--- src/pipe_water_hammer_stencil_top_defines.svh ---
// Assertion macros for the water hammer stencil block
`ifndef PIPE_WATER_HAMMER_STENCIL_TOP_DEFINES_SVH
`define PIPE_WATER_HAMMER_STENCIL_TOP_DEFINES_SVH

// same-cycle implication
`define PWHS_ASSERT_NOW(label, ante, cons, msg) \
  label: assert property (@(posedge clk) disable iff (rst) (ante) |-> (cons)) else $error(msg);

// next-cycle implication
`define PWHS_ASSERT_NEXT(label, ante, cons, msg) \
  label: assert property (@(posedge clk) disable iff (rst) (ante) |=> (cons)) else $error(msg);

`endif

--- src/pwhs_pkg.sv ---
// ----------------------------------------------------------------------------
// pwhs_pkg
// Shared constants and types of the water hammer stencil block.
// ----------------------------------------------------------------------------
package pwhs_pkg;

  localparam int DEF_DATA_WIDTH = 32;
  localparam int DEF_FRAC_BITS  = 16;
  localparam int CFG_IDX_W      = 3;
  localparam int QUEUE_DEPTH    = 2;

  // end rules; code three behaves as reflective
  localparam logic [1:0] MODE_REFLECT  = 2'd0;
  localparam logic [1:0] MODE_PRESSURE = 2'd1;
  localparam logic [1:0] MODE_FLOW     = 2'd2;

  localparam logic [CFG_IDX_W-1:0] REG_LEFT_MODE  = 3'd0;
  localparam logic [CFG_IDX_W-1:0] REG_RIGHT_MODE = 3'd1;
  localparam logic [CFG_IDX_W-1:0] REG_LEFT_VAL   = 3'd2;
  localparam logic [CFG_IDX_W-1:0] REG_RIGHT_VAL  = 3'd3;
  localparam logic [CFG_IDX_W-1:0] REG_P2Q_GAIN   = 3'd4;
  localparam logic [CFG_IDX_W-1:0] REG_Q2P_GAIN   = 3'd5;
  localparam logic [CFG_IDX_W-1:0] REG_FRIC_GAIN  = 3'd6;
  localparam logic [CFG_IDX_W-1:0] REG_GRAV_STEP  = 3'd7;

  // what the back end does with one command
  typedef struct packed {
    logic compute;  // run the interior update
    logic do_l;     // emit left end cell
    logic chain;    // left end result becomes base (two-cell segment)
    logic do_m;     // emit base cell
    logic do_r;     // emit right end cell
    logic m_last;   // base cell closes the segment
  } cmd_ctl_t;

endpackage

--- src/pwhs_queue.sv ---
// ----------------------------------------------------------------------------
// pwhs_queue
// Small FIFO of commands between the front and back ends.
// ----------------------------------------------------------------------------
module pwhs_queue import pwhs_pkg::*; #(
  parameter int WIDTH = 8
) (
  input  logic             clk,
  input  logic             rst,
  input  logic             push,
  input  logic [WIDTH-1:0] push_data,
  output logic             full,
  input  logic             pop,
  output logic             valid,
  output logic [WIDTH-1:0] pop_data,
  output logic [1:0]       count
);

  logic [WIDTH-1:0] mem [QUEUE_DEPTH];
  logic             wr_ptr;
  logic             rd_ptr;

  assign full     = (count == 2'(QUEUE_DEPTH));
  assign valid    = (count != 2'd0);
  assign pop_data = mem[rd_ptr];

  always_ff @(posedge clk) begin
    if (push) begin
      mem[wr_ptr] <= push_data;
    end
  end

  always_ff @(posedge clk) begin
    if (rst) begin
      wr_ptr <= 1'b0;
      rd_ptr <= 1'b0;
      count  <= 2'd0;
    end else begin
      if (push) wr_ptr <= ~wr_ptr;
      if (pop)  rd_ptr <= ~rd_ptr;
      count <= count + 2'(push) - 2'(pop);
    end
  end

endmodule

--- config.mk ---
export PLATFORM = sky130hd
export DESIGN_NAME = pwhs_queue
export DESIGN_NICKNAME = d
export VERILOG_FILES = /design/src/pipe_water_hammer_stencil_top_defines.svh /design/src/pwhs_pkg.sv /design/src/pwhs_queue.sv
export SDC_FILE = /design/constraint.sdc
export NUM_CORES = 1
export LEC_CHECK = 0
export BUFFER_PORTS_ARGS = -buffer_cell sky130_fd_sc_hd__buf_2
export CAP_MARGIN = 20
export CORE_MARGIN = 2
export CORE_UTILIZATION = 50
export CTS_BUF_LIST = sky130_fd_sc_hd__clkbuf_4
export DETAILED_ROUTE_END_ITERATION = 16
export GPL_TIMING_DRIVEN = 0
export PLACE_DENSITY = 0.85
export SLEW_MARGIN = 10
export SYNTH_ARGS = -nofsm -noshare
export SYNTH_HDL_FRONTEND = slang
export SYNTH_SLANG_ARGS = --single-unit
--- constraint.sdc ---
create_clock -name clk -period 1.9 [get_ports clk]
set_input_delay 0.57 -clock clk [delete_from_list [all_inputs] [get_ports clk]]
set_output_delay 0.57 -clock clk [all_outputs]
set_load 0.02 [all_outputs]
Word level (Yosys, flattened, before mapping)
Memories as Yosys holds them, arrays and structs flattened. A register that Yosys moved wholly into a read port is not among the register bits.
Cells that the tools add are included.
W data, S select, Z words.
{"block": "op_classes", "n_eq_ne": 1, "n_bitwise": 2, "n_mux": 4, "reduce_logical": 1, "add_sub_neg": 2}
{"operator": "$mux W1", "n": 4}
{"operator": "$add A2 B1 Y2", "n": 1}
{"operator": "$eq A2 B2 Y1 const B", "n": 1}
{"operator": "$not A1 Y1", "n": 2}
{"operator": "$reduce_bool A2 Y1", "n": 1}
{"operator": "$sub A2 B1 Y2", "n": 1}
{"block": "totals", "reg_bits": 4, "ramBits": 16, "mem_count": 1, "out_inout_bits": 12, "word_cells": 14, "in_bits": 12}
{"name": "mem", "depth": 2, "width": 8, "read_ports": 1, "rd_clocked_by_memory_dff": 1, "write_ports": 1, "line_no": "pwhs_queue.sv:19", "text": "logic [WIDTH-1:0] mem [QUEUE_DEPTH];"}

Depth between registers and ports, before layout
{"block": "logic_depth", "depth_word": 3, "depth_mapped": 6, "mapped_depth_nobuf": 6}

Worst setup path before layout
No wires, ideal clock.
{"block": "synth_path", "kind": "register to output", "startpoint": "reg (tool-made name)", "endpoint": "out pop_data[0]", "arrival_time_ns": 0.878, "stages_incl_launch_ff": 3, "setup_slack_ns": 0.452, "required_ns": 1.330, "n_path_buf": 1, "cell_sequence": "dfxtp_1 > buf_2 > mux2_1"}
{"item": "end, declared", "line_no": "pwhs_queue.sv:15", "text": "output logic [WIDTH-1:0] pop_data,"}

==> metrics.cfg <==
[grt]
grt_pass1_wl_mm = 1.77
antenna_found_initial = 0
grt-ovfl-total = 0
grt_pass1_vias = 416
grt_usage = 0.132
grt_start_max_net_pins = 12

[cts]
cts_setup_buffers = 0
ctsLongestPathBuffers = 2
numCtsBuffers = 3
clk_latency_ns = 0.29
clockRootBuffer = clkbuf_4
cts.clk_slew.worst_paths_ns = 0.11
tritoncts = done
ctsResizeCount = 1
cts_htree_levels = 1
clock-sinks = 21
ctsHoldBuffers = 0

[cells_and_area]
fin_util = 0.641
diodes = 0
nets = 88
area_growth_pct = 21.6
stdcell_count = 89
layout_commonest_cell = buf_2
post_route_cells_drive_above_1_share = 0.384
stdcell_area_um2 = 966
mostFrequentLayoutCells = buf_2 (23), edfxtp_1 (16), mux2_1 (8), dfxtp_1 (5)

[drt]
drt_pass1_iterations = 3
routed_wl_mm = 1.10
ant_nets = 0
drt_iter0_drc = 1
wl_per_cell_um = 12.4
vias = 442
vias_per_cell = 4.97
drc = 0

[placement]
dp.final_hpwl_um = 840
routabilityCongestion = 0.610
io_buffers = 23
dp_cells = 85
placed_area_um2 = 930

[yosys]
synth_cells = 46
syn-num-nets = 60
ys_types = 12
syn_area_um2 = 795
yosysWarnings = 0
yosysSeqAreaShare = 0.731
synth-seq-cells = 21
syn_avg_cell_area_um2 = 17.3

[critical_path]
r2r_cells = 1
worstPathArrival_ns = 1.25
rrSetupSlack_ns = 0.62
r2r_start = wr_ptr
cp_cell_sequence = buf_6, mux2_1, buf_2
reg2reg_to = mem[0][3]
setup.worst_path.start_class = flip-flop
end_kind = primary output
cpMaxStageDelayCell = dfxtp_1
crit_fanout = 8
slowest_delay_ns = 0.34
crit_required_ns = 1.33
path_class = reg -> out

[sta]
setup_viol = 0
tightest_slew_ns = 0.741
tns_ns = 0
fin_worst_skew_ns = 0.00941
slew_viol_final = 0
slew_headroom = 0.505
finalCritPeriodShare = 0.958
timing.fmax_mhz = 549
finalHoldViolations = 0
rsz0062_at_grt = no
timing.final.crit_period_ns = 1.82

[floorplan]
start_util = 0.527
fp.dieArea_um2 = 1920
die_w_um = 43.9
top_level_ports = 24
die_h_um = 43.9
num_rows = 14
coreArea_um2 = 1510

[power_and_ir_drop]
power_density_nw_per_um2 = 1000
p_leak_nw = 0.402
ir_worst_vdd_v = 0.000635

[hold_path]
holdPathEnd = mem[1][0]
hp-class = in -> reg
worstHoldStart = push_data[0]
hold_depth = 1

[run]
cap_violations = 0

[run_status]
status = finished clean

[area by class of cell]
class,instances,area [µm²]
tap,16,20.0
fill,124,541
timing repair buffer,23,115
sequential,21,581
buffer,1,11.3
clock buffer,4,30.0
inverter,2,7.51
multi-input combinational,22,201
[registers in the layout, summed over array words and instances (netlist names), named ones only]
signal  flops
rd_ptr      1
wr_ptr      1
count       2
mem        16
[per-layer routing]
layer	track usage	up-vias	part of all wire
li1	-	218	-
met1	0.160	207	0.43
met2	0.212	13	0.49
met3	0.0250	4	0.056
met4	0.0909	0	0.026
met5	0	-	0
[per-stage QoR]
step                power [mW]  setup WS (ns)  hold WS (ns)
finish                   0.966         0.0790         0.455
global route              1.01         0.0152         0.446
CTS                      0.974         0.0401         0.453
detailed placement       0.760          0.176         0.519
global placement         0.750          0.255         0.495
floorplan                0.691          0.452         0.480
[cell usage after synthesis]
| master | instances | area share |
|---|---|---|
| nor2_1 | 4 | 0.019 |
| mux2_1 | 8 | 0.11 |
| buf_2 | 1 | 0.0063 |
| edfxtp_1 | 16 | 0.60 |
| and2_1 | 1 | 0.0079 |
| ha_1 | 2 | 0.031 |
| dfxtp_1 | 5 | 0.13 |
| inv_1 | 2 | 0.0095 |
| or2_1 | 1 | 0.0079 |
| xnor2_1 | 2 | 0.022 |
| nor2b_1 | 3 | 0.024 |
| xnor3_1 | 1 | 0.028 |
[kinds of logic (layout without fill, tap and decap cells)]
family                     after synthesis  in the layout  synth area share
DFF                                     21             21             0.731
muxes                                    8              8             0.113
adders and majority gates                2              2            0.0315
xor gates and xnor gates                 3              3            0.0504
buffers and inverters                    3             30            0.0157
and+or+nand+nor                          9              9            0.0583
[where the power goes]
group / internal, mW / switching, mW
Sequential: 0.533 / 0.0163
Combinational: 0.0888 / 0.110
Clock: 0.0959 / 0.122
Total: 0.718 / 0.248
[worst max-delay path by stage]
| stage | end | slack, ns | depth (start not counted) |
|---|---|---|---|
| floorplan | pop_data[0] | 0.45 | 2 |
| global placement | mem[0][4] | 0.26 | 2 |
| detailed placement | mem[0][3] | 0.18 | 2 |
| CTS | pop_data[0] | 0.04 | 3 |
| global route | pop_data[2] | 0.02 | 3 |
| finish | pop_data[0] | 0.08 | 3 |
[worst max-delay path: cells and delay by family, from the launching register on]
kind	cells	cell delay (ns)
buf+inv	2	0.29
flops	1	0.34
mux	1	0.33
(Power assumes the default switching activity.)
