[config.mk]
export PLATFORM = sky130hd
export DESIGN_NAME = pwhs_front
export DESIGN_NICKNAME = d
export VERILOG_FILES = /design/src/pipe_water_hammer_stencil_top_defines.svh /design/src/pwhs_pkg.sv /design/src/pwhs_front.sv
export SDC_FILE = /design/constraint.sdc
export NUM_CORES = 1
export LEC_CHECK = 0
export BUFFER_PORTS_ARGS = -buffer_cell sky130_fd_sc_hd__buf_2
export CELL_PAD_IN_SITES_DETAIL_PLACEMENT = 1
export CELL_PAD_IN_SITES_GLOBAL_PLACEMENT = 1
export CORE_ASPECT_RATIO = 1.25
export CORE_MARGIN = 3
export CORE_UTILIZATION = 43
export CTS_CLUSTER_DIAMETER = 80
export DETAILED_ROUTE_END_ITERATION = 10
export PLACE_DENSITY_LB_ADDON = 0.1
export SYNTH_ARGS = -nofsm -noshare
export SYNTH_HDL_FRONTEND = slang
export SYNTH_SLANG_ARGS = --single-unit
[constraint.sdc]
create_clock -name clk -period 18.4 [get_ports clk]
set_clock_uncertainty 0.1 [all_clocks]
set_input_delay 3.68 -clock clk [delete_from_list [all_inputs] [get_ports clk]]
set_output_delay 3.68 -clock clk [all_outputs]
set_load 0.02 [all_outputs]
[src/pipe_water_hammer_stencil_top_defines.svh]
// Assertion macros for the water hammer stencil block
`ifndef PIPE_WATER_HAMMER_STENCIL_TOP_DEFINES_SVH
`define PIPE_WATER_HAMMER_STENCIL_TOP_DEFINES_SVH

// same-cycle implication
`define PWHS_ASSERT_NOW(label, ante, cons, msg) \
  label: assert property (@(posedge clk) disable iff (rst) (ante) |-> (cons)) else $error(msg);

// next-cycle implication
`define PWHS_ASSERT_NEXT(label, ante, cons, msg) \
  label: assert property (@(posedge clk) disable iff (rst) (ante) |=> (cons)) else $error(msg);

`endif

[src/pwhs_pkg.sv]
// ----------------------------------------------------------------------------
// pwhs_pkg
// Shared constants and types of the water hammer stencil block.
// ----------------------------------------------------------------------------
package pwhs_pkg;

  localparam int DEF_DATA_WIDTH = 32;
  localparam int DEF_FRAC_BITS  = 16;
  localparam int CFG_IDX_W      = 3;
  localparam int QUEUE_DEPTH    = 2;

  // end rules; code three behaves as reflective
  localparam logic [1:0] MODE_REFLECT  = 2'd0;
  localparam logic [1:0] MODE_PRESSURE = 2'd1;
  localparam logic [1:0] MODE_FLOW     = 2'd2;

  localparam logic [CFG_IDX_W-1:0] REG_LEFT_MODE  = 3'd0;
  localparam logic [CFG_IDX_W-1:0] REG_RIGHT_MODE = 3'd1;
  localparam logic [CFG_IDX_W-1:0] REG_LEFT_VAL   = 3'd2;
  localparam logic [CFG_IDX_W-1:0] REG_RIGHT_VAL  = 3'd3;
  localparam logic [CFG_IDX_W-1:0] REG_P2Q_GAIN   = 3'd4;
  localparam logic [CFG_IDX_W-1:0] REG_Q2P_GAIN   = 3'd5;
  localparam logic [CFG_IDX_W-1:0] REG_FRIC_GAIN  = 3'd6;
  localparam logic [CFG_IDX_W-1:0] REG_GRAV_STEP  = 3'd7;

  // what the back end does with one command
  typedef struct packed {
    logic compute;  // run the interior update
    logic do_l;     // emit left end cell
    logic chain;    // left end result becomes base (two-cell segment)
    logic do_m;     // emit base cell
    logic do_r;     // emit right end cell
    logic m_last;   // base cell closes the segment
  } cmd_ctl_t;

endpackage

[src/pwhs_front.sv]
// ----------------------------------------------------------------------------
// pwhs_front
// Takes cells, keeps the three-cell window and issues back end commands.
// ----------------------------------------------------------------------------
module pwhs_front import pwhs_pkg::*; #(
  parameter int DATA_WIDTH = DEF_DATA_WIDTH
) (
  input  logic                        clk,
  input  logic                        rst,
  input  logic                        in_valid,
  output logic                        in_ready,
  input  logic signed [DATA_WIDTH-1:0] in_q,
  input  logic signed [DATA_WIDTH-1:0] in_p,
  input  logic                        in_last,
  input  logic                        q_full,
  output logic                        push,
  output logic [$bits(cmd_ctl_t)+6*DATA_WIDTH-1:0] push_data
);

  logic [1:0]                  pos;
  logic signed [DATA_WIDTH-1:0] first_q, first_p, older_q, older_p, newer_q, newer_p;
  logic                        acc;
  cmd_ctl_t                    ctl;

  assign in_ready = ~q_full;
  assign acc      = in_valid & in_ready;

  always_comb begin
    ctl  = '0;
    push = 1'b0;
    unique case (pos)
      2'd0: begin
        push = acc & in_last;
        ctl  = '{compute: 1'b0, do_l: 1'b0, chain: 1'b0, do_m: 1'b1, do_r: 1'b0, m_last: 1'b1};
      end
      2'd1: begin
        push = acc & in_last;
        ctl  = '{compute: 1'b0, do_l: 1'b1, chain: 1'b1, do_m: 1'b0, do_r: 1'b1, m_last: 1'b0};
      end
      default: begin
        push = acc;
        ctl  = '{compute: 1'b1, do_l: (pos == 2'd2), chain: 1'b0, do_m: 1'b1,
                 do_r: in_last, m_last: 1'b0};
      end
    endcase
  end

  // order from low bits: ql, pl, qc, pc, qr, pr, ctl
  always_comb begin
    if (pos[1]) begin
      push_data = {ctl, in_p, in_q, newer_p, newer_q, older_p, older_q};
    end else begin
      push_data = {ctl, in_p, in_q, in_p, in_q, in_p, in_q};
    end
  end

  always_ff @(posedge clk) begin
    if (rst) begin
      pos <= 2'd0;
    end else if (acc) begin
      unique case (pos)
        2'd0: begin
          if (!in_last) pos <= 2'd1;
        end
        2'd1: pos <= in_last ? 2'd0 : 2'd2;
        default: pos <= in_last ? 2'd0 : 2'd3;
      endcase
    end
  end

  always_ff @(posedge clk) begin
    if (acc) begin
      if (pos == 2'd0) begin
        first_q <= in_q;
        first_p <= in_p;
      end else if (pos == 2'd1) begin
        older_q <= first_q;
        older_p <= first_p;
        newer_q <= in_q;
        newer_p <= in_p;
      end else begin
        older_q <= newer_q;
        older_p <= newer_p;
        newer_q <= in_q;
        newer_p <= in_p;
      end
    end
  end

endmodule

## Word level (Yosys, flattened, before mapping)

Index checks and enable logic that the tools add are counted.

| storage, ports and cells | value |
|---|---|
| word-level logic and storage cells | 28 |
| memory bits (read-only) | 0 |
| output and inout bits | 200 |
| latch bits | 0 |
| memories | 0 |
| bits in writable memories | 0 |
| bits of input ports | 69 |
| register bits | 194 |

| operators by class | value |
|---|---|
| bitwise operators | 4 |
| add/subtract/negate cells | 0 |
| multiplexer cells | 9 |
| div/mod/pow operators | 0 |
| magnitude comparators | 0 |
| shift operators | 0 |
| multipliers | 0 |
| equal/unequal tests | 3 |
| reduce and logical (&&, ||, !) cells | 5 |

Operators with widths:

| cell | number |
|---|---|
| 128-bit two-way mux | 1 |
| 32-bit two-way mux | 2 |
| 6-bit case mux with 2 select lines | 1 |
| 2-bit two-way mux | 3 |
| 2-bit AND reduction | 3 |
| 2-bit case mux with 2 select lines | 1 |
| 1-bit bitwise AND | 2 |
| 2-bit by 1-bit == test with 1-bit output (second input constant) | 1 |
| 2-bit == test (second input constant) | 1 |
| 2-bit zero test | 1 |
| 2-bit inequality test (second input constant) | 1 |
| 1-bit NOT | 2 |
| 2-bit OR reduction | 1 |
| 1-bit two-way mux | 1 |

## Logic depth before layout (Yosys ltp)

Gate-level depths: netlist of run 1.

| depth | value |
|---|---|
| depth after elaboration | 4 |
| mapped depth | 9 |
| mapped depth without buffers | 5 |

## Least setup slack after synthesis of run 1

OpenSTA, ideal clock, no wires.

| timing | value |
|---|---|
| kind | input-to-reg |
| start | input port in_valid |
| end | register newer_p[0] (enable) |
| data required time | 17683 ps |
| setup time | 617 ps |
| slack | 8416 ps |
| cell stages on the path | 2 |
| data arrival time | 9267 ps |
| buffers on the path | 0 |
| cells stage by stage | or2b_1 -> nor2_1 |

| on the way | value |
|---|---|
| cells in the longest elaborated chain, start to end | 2 |

Ends and longest elaborated chain:

| element | line | RTL |
|---|---|---|
| start: declaration | pwhs_front.sv:10 | `input logic in_valid,` |
| 1-bit bitwise AND | pwhs_front.sv:26 | `assign acc = in_valid & in_ready;` |
| 2-bit AND reduction (no source line) | n/a |  |
| end signal: assignment | pwhs_front.sv:80 | `newer_p <= in_p;` |
| end signal: assignment | pwhs_front.sv:85 | `newer_p <= in_p;` |
| end: declaration | pwhs_front.sv:21 | `logic signed [DATA_WIDTH-1:0] first_q, first_p, older_q, older_p, newer_q, newer_p;` |

No other way between the ends.
A chain may end at the register's enable or synchronous reset.

## Worst setup path after layout of run 1

| timing | value |
|---|---|
| start | input port in_valid |
| end | output port push |

| on the way | value |
|---|---|
| cells in the longest elaborated chain, start to end | 3 |

Ends and longest elaborated chain:

| element | line | RTL |
|---|---|---|
| 1-bit bitwise AND * | pwhs_front.sv:26 |  |
| 1-bit bitwise AND | pwhs_front.sv:33, pwhs_front.sv:37 |  |
| 1-bit two-way mux * | n/a |  |
| end: declaration | pwhs_front.sv:16 | `output logic push,` |

Mark *: on every way between the ends. The rest lies on a longest branch, timed or not.

==> qor.yml, run 1 <==
status: "complete, no violations"
period_share: 0.448
reg2reg_slack_ns: 15.13
clkSlewWorstSetupHoldPaths_ns: 0.06
setup.worst_path.start_class: "primary input"
postRouteAntennaNets: 0
place_ws_ns: 10.17
layout.nets: 967
min_to: "older_p[0]"
rr_worst_depth: 4
syn_to_final_growth_pct: 19.9
cts_tree: "built"
worstPathRequired_ns: 14.62
syn-num-nets: 768
port-buffer-count: 268
finalSetupViolCount: 0
leakagePower_uw: 0.00427
r2r-end: "first_q[29]"
finalCriticalPeriod_ns: 8.23
core_area_um2: 19100
htreeDepth: 4
slew_violations: 0
initial_utilization: 0.445
powerDensity_nw_per_um2: 98.6
yosysSeqAreaShare: 0.682
root_buffer: "clkbuf_16"
worst_slew_pin_slew_ns: 1.02
r2r_start: "pos[1]"
ys_warn_count: 0
pin_count: 269
maxCapViolations: 0
numCtsBuffers: 17
grt.total_usage: 0.189
syn_inst: 695
min-delay-start: "first_p[0]"
dr_total_vias: 5715
fin_ws_ns: 10.17
dieArea_um2: 21500
setup_tns_ns: 0
ys_types: 20
hold_violations: 0
route.detailed.drc: 0
whs_path_depth: 1
ys_ff_latch: 194
hp-class: "reg2reg"
avgSynthCellArea_um2: 12.2
diodes: 0
grt_overflow_total: 0
fill_cells: 2086
rsz0062_at_grt: "no"
arrival_ns: 4.45
clk_latency_ns: 0.43
end_kind: "primary output"
wl_um: 20500
rows: 56
cts_hold_buffers: 0
hpwl_um: 13300
grt_max_degree: 69
clock_sinks: 194
grt_pass1_vias: 6174
grt_pass1_wl_um: 32000
layout-drive-gt1-share: 0.413
clockBufferDepth: 2
fmax_mhz: 121
syn-cell-area_um2: 8510
ctsResizeCount: 0
cts_setup_buffers: 0
grt_antenna_before_repair: 0
wl_per_cell_um: 17.6
max-vdd-ir-drop_mv: 0.0634
dr.first_iter.drc_count: 275
gp_congestion: 0.808
dr.pass1.iters: 4
viasPerCell: 4.90
relSlewSlack: 0.319
die_h_um: 163
path_class: "in2out"
path_max_fanout: 4
die_w_um: 132
-- stage by stage --
stage,std cells,total power [µW],hold WS (ns),instance area [µm²],util
floorplan,695,602,0.423,8510,-
global placement,1136,643,0.425,9620,0.503
detailed placement,1136,647,0.433,9620,0.503
CTS,1167,1020,0.451,10200,0.533
global route,1167,1050,0.468,10200,0.533
finish,1167,1010,0.448,10200,0.533
-- logic make-up after synthesis --
logic type                 Yosys count  share of synthesized area
buffers and inverters               97                     0.0751
and+or+nand+nor                    331                      0.148
muxes                               64                     0.0847
AOI/OAI and AO/OA                    5                    0.00441
DFF                                194                      0.682
adders and majority gates            4                    0.00588
-- power breakdown --
group,switching [µW],internal [µW],leakage [µW]
Combinational,88.0,40.6,0.00221
Clock,158,213,0.000289
Sequential,5.02,501,0.00177
-- layer usage --
metal,up-vias,share of wire,global-route usage
li1,2690,-,-
met3,27,0.054,0.0474
met2,194,0.53,0.344
met5,-,0,0
met4,0,0.023,0.0659
met1,2804,0.40,0.218
-- flip-flops by register name, summed over array words and instances (netlist names) --
signal   cells
newer_p     32
first_q     32
pos          2
older_p     32
older_q     32
first_p     32
newer_q     32
-- cell usage in the layout (no fill, tap or decap) --
cell	instances
nor2_1	4
dfxtp_1	1
nand2_1	322
a211o_1	1
nor2_4	1
or2b_1	1
edfxtp_1	192
a21oi_2	1
nor4b_1	1
bufinv_16	3
and3_4	1
clkinvlp_4	1
ha_1	3
a31oi_1	1
nor3_1	1
buf_2	268
buf_4	5
inv_1	2
clkbuf_16	17
a31o_2	1
o21ai_0	1
mux2_2	64
clkinv_4	1
dfxtp_4	1
inv_6	3
inv_2	2
ha_4	1
clkinv_2	4
clkinv_1	2
-- critical path: stages --
cell,delay (ns)
buf_2,0.11
or2b_1,0.33
nor2_1,0.14
buf_2,0.20
-- synth_stat cells --
library cell | n | share of area
inv_2 | 1 | 0.00044
o21ai_0 | 1 | 0.00059
clkbuf_1 | 9 | 0.0040
inv_1 | 3 | 0.0013
nor2_1 | 5 | 0.0022
ha_1 | 4 | 0.0059
a31o_2 | 1 | 0.0010
a21oi_2 | 1 | 0.0010
edfxtp_1 | 192 | 0.68
nand2_1 | 322 | 0.14
nor4b_1 | 1 | 0.0010
a211o_1 | 1 | 0.0010
a31oi_1 | 1 | 0.00074
buf_4 | 68 | 0.060
nor3_1 | 1 | 0.00059
dfxtp_1 | 2 | 0.0047
or2b_1 | 1 | 0.00088
mux2_2 | 64 | 0.085
buf_2 | 16 | 0.0094
and3_2 | 1 | 0.00088
-- layout make-up --
cell class	count	area, µm²	area share
clock inverter	14	160	0.0157
multi-input combinational	404	2090	0.205
clock buffer	17	425	0.0417
tap	261	327	0.0320
timing repair buffer	273	1380	0.135
sequential	194	5810	0.569
inverter	4	15.0	0.00147
-- worst max-delay path by stage --
stage	slack [ns]	depth (start not counted)	to	start
after floorplan	8.42	2	newer_p[0]	in_valid
after global placement	10.18	4	push	in_valid
after detailed placement	10.17	4	push	in_valid
after CTS	10.17	4	push	in_valid
after global routing	10.13	4	push	in_valid
final	10.17	4	push	in_valid
(Power assumes the default switching activity.)
==> run 2, diff against run 1 <==
--- a/config.mk
+++ b/config.mk
@@ -10,7 +10,7 @@
 export CELL_PAD_IN_SITES_GLOBAL_PLACEMENT = 1
 export CORE_ASPECT_RATIO = 1.25
 export CORE_MARGIN = 3
-export CORE_UTILIZATION = 43
+export CORE_UTILIZATION = 36
 export CTS_CLUSTER_DIAMETER = 80
 export DETAILED_ROUTE_END_ITERATION = 10
 export PLACE_DENSITY_LB_ADDON = 0.1
==> constraint.sdc (replaced) <==
create_clock -name clk -period 6.6 [get_ports clk]
set_clock_uncertainty 0.1 [all_clocks]
set_input_delay 1.32 -clock clk [delete_from_list [all_inputs] [get_ports clk]]
set_output_delay 1.32 -clock clk [all_outputs]
set_load 0.02 [all_outputs]
==> run 2 against run 1 <==
  * Cell count up 2.2%
  * Critical path type is now reg2out
  * Power grew to 2.9 times the previous value
  * Sequential share of layout area down 0.42 points
  * Clock power rose to 3.0 times the previous value
==> qor.yml, run 2 (synthesis results as in run 1) <==
status: "complete, no violations"
hold_violations: 0  # unchanged
rsz0062_at_grt: "no"
clock_sinks: 194  # unchanged
dr.first_iter.drc_count: 279  # +1.5%
ctsResizeCount: 0  # unchanged
numCtsBuffers: 17  # unchanged
intPower_uw: 2150  # +190%
pin_count: 269  # unchanged
powerDensity_nw_per_um2: 279  # +180%
cts_hold_buffers: 0  # unchanged
wl_per_cell_um: 17.2  # -2.2%
clkSlewWorstSetupHoldPaths_ns: 0.07  # about the same
dr.pass1.iters: 6  # +2
min_to: "older_q[1]"
grt_antenna_before_repair: 0  # unchanged
grt.total_usage: 0.158  # -0.0319
grt_pass1_vias: 5860  # -5.1%
maxCapViolations: 0  # unchanged
port-buffer-count: 268  # unchanged
die_h_um: 178  # +8.9%
min-delay-start: "first_q[1]"
postRouteAntennaNets: 0  # unchanged
layout_commonest_cell: "nand2_1"
relSlewSlack: 0.303  # -0.0158
dieArea_um2: 25500  # +19%
whs_path_depth: 1  # unchanged
core_area_um2: 23100  # +21%
setup.worst_path.start_class: "flip-flop"
arrival_ns: 2.50  # -1.95 ns
p_total_uw: 2870  # +190%
wl_um: 20500  # about the same
finalSetupViolCount: 0  # unchanged
grt_overflow_total: 0  # unchanged
dr_total_vias: 5610  # -1.8%
finalCriticalPeriod_ns: 3.92
period_share: 0.594
hpwl_um: 13300  # -0.38%
slowest_stage: "buf_4"
layout.nets: 966  # -0.10%
fmax_mhz: 255
r2r_start: "pos[1]"
layout-drive-gt1-share: 0.412  # -0.000649
reg2reg_slack_ns: 3.46  # -11.67 ns
setup_tns_ns: 0  # unchanged
rows: 62  # +11%
end_kind: "primary output"
path_max_fanout: 68  # +64
worst_slew_pin_slew_ns: 1.05  # +0.0237 ns
power.switching_uw: 716  # +180%
rr_worst_depth: 5  # +1
die_w_um: 144  # +8.9%
slew_violations: 0  # unchanged
worstPathRequired_ns: 5.18  # -9.44 ns
power.share.clock: 0.384  # +0.015
syn_to_final_growth_pct: 20.8
leakagePower_uw: 0.00428  # +0.31%
route.detailed.drc: 0  # unchanged
finalCoreUtilization: 0.445  # -0.0887
layout_common_cells: "nand2_1 (322), buf_2 (268), edfxtp_1 (192)"
clockBufferDepth: 2  # unchanged
max-vdd-ir-drop_mv: 0.174  # +170%
p_comb_frac: 0.125  # -0.003
slowest_delay_ns: 0.67  # +0.34 ns
cts_setup_buffers: 0  # unchanged
htreeDepth: 4  # unchanged
crit_path_frequent_cell: "nor2_1"
r2r-end: "first_p[1]"
p_sw_frac: 0.250  # -0.000257
grt_pass1_wl_um: 30700  # -4.0%
clk_latency_ns: 0.43  # about the same
root_buffer: "clkbuf_16"
seqPwrFrac: 0.491  # -0.012
grt_max_degree: 129  # +87%
diodes: 0  # unchanged
gp_congestion: 0.814  # +0.78%
cts_tree: "built"
initial_utilization: 0.368  # -0.0768
hp-class: "reg2reg"
path_class: "reg2out"
crit_chain: "inv_2 > buf_4 > ha_1 > nor2_1 > nor2_1 > nor2_1 > buf_2"
viasPerCell: 4.70  # -4.0%
-- run 2: cell count changes in the layout (fill, tap and decap cells not counted), sizes merged --
cell,before,now
inv,7,10
buf,273,272
clkinv,7,3
bufinv,3,4
-- run 2: power groups by stage --
| stage | sequential (µW) | combinational, µW | clock [µW] |
|---|---|---|---|
| after floorplan | 1430 | 244 | 0 |
| after global placement | 1430 | 361 | 0 |
| after detailed placement | 1440 | 368 | 0 |
| after CTS | 1410 | 368 | 1140 |
| after global routing | 1410 | 390 | 1190 |
| final | 1410 | 359 | 1100 |
-- run 2: per-stage QoR --
stage | hold WS [ns] | cell area (µm²) | setup slack (ns) | cells
after global placement | 0.425 | 9650 | 3.12 | 1162
after CTS | 0.442 | 10300 | 2.60 | 1193
after floorplan | 0.423 | 8510 | 1.14 | 695
final | 0.439 | 10300 | 2.68 | 1193
after detailed placement | 0.433 | 9650 | 3.07 | 1162
after global routing | 0.460 | 10300 | 2.47 | 1193
-- run 2: how the worst max path moves through the flow --
stage / start / to / slack [ns] / cells past startpoint
after global placement: pos[1] / push / 3.12 / 7
after floorplan: in_valid / newer_p[0] / 1.14 / 2
after global routing: pos[1] / push_data[66] / 2.47 / 4
after detailed placement: pos[1] / push / 3.07 / 7
final: pos[1] / push / 2.68 / 7
after CTS: pos[1] / push / 2.60 / 7
-- run 2: layout make-up --
cell class,count,area (µm²)
Clock buffer,17,425
Clock inverter,14,201
Fill cell,2530,12800
Inverter,4,15.0
Multi-Input combinational cell,404,2080
Sequential cell,194,5810
Tap cell,288,360
Timing Repair Buffer,272,1380
-- run 2: critical path: cells and delay by family, from the launching register on --
kind / cells / cell delay (ns)
buffers and inverters: 3 / 0.95
DFF: 1 / 0.46
adders and majority gates: 1 / 0.38
and+or+nand+nor: 3 / 0.27
-- run 2: layer usage --
layer,routed length (µm),share of wire,GRT usage
met4,323,0.016,0.0506
met3,877,0.043,0.0288
met5,0,0,0
met2,11100,0.54,0.296
met1,8130,0.40,0.178
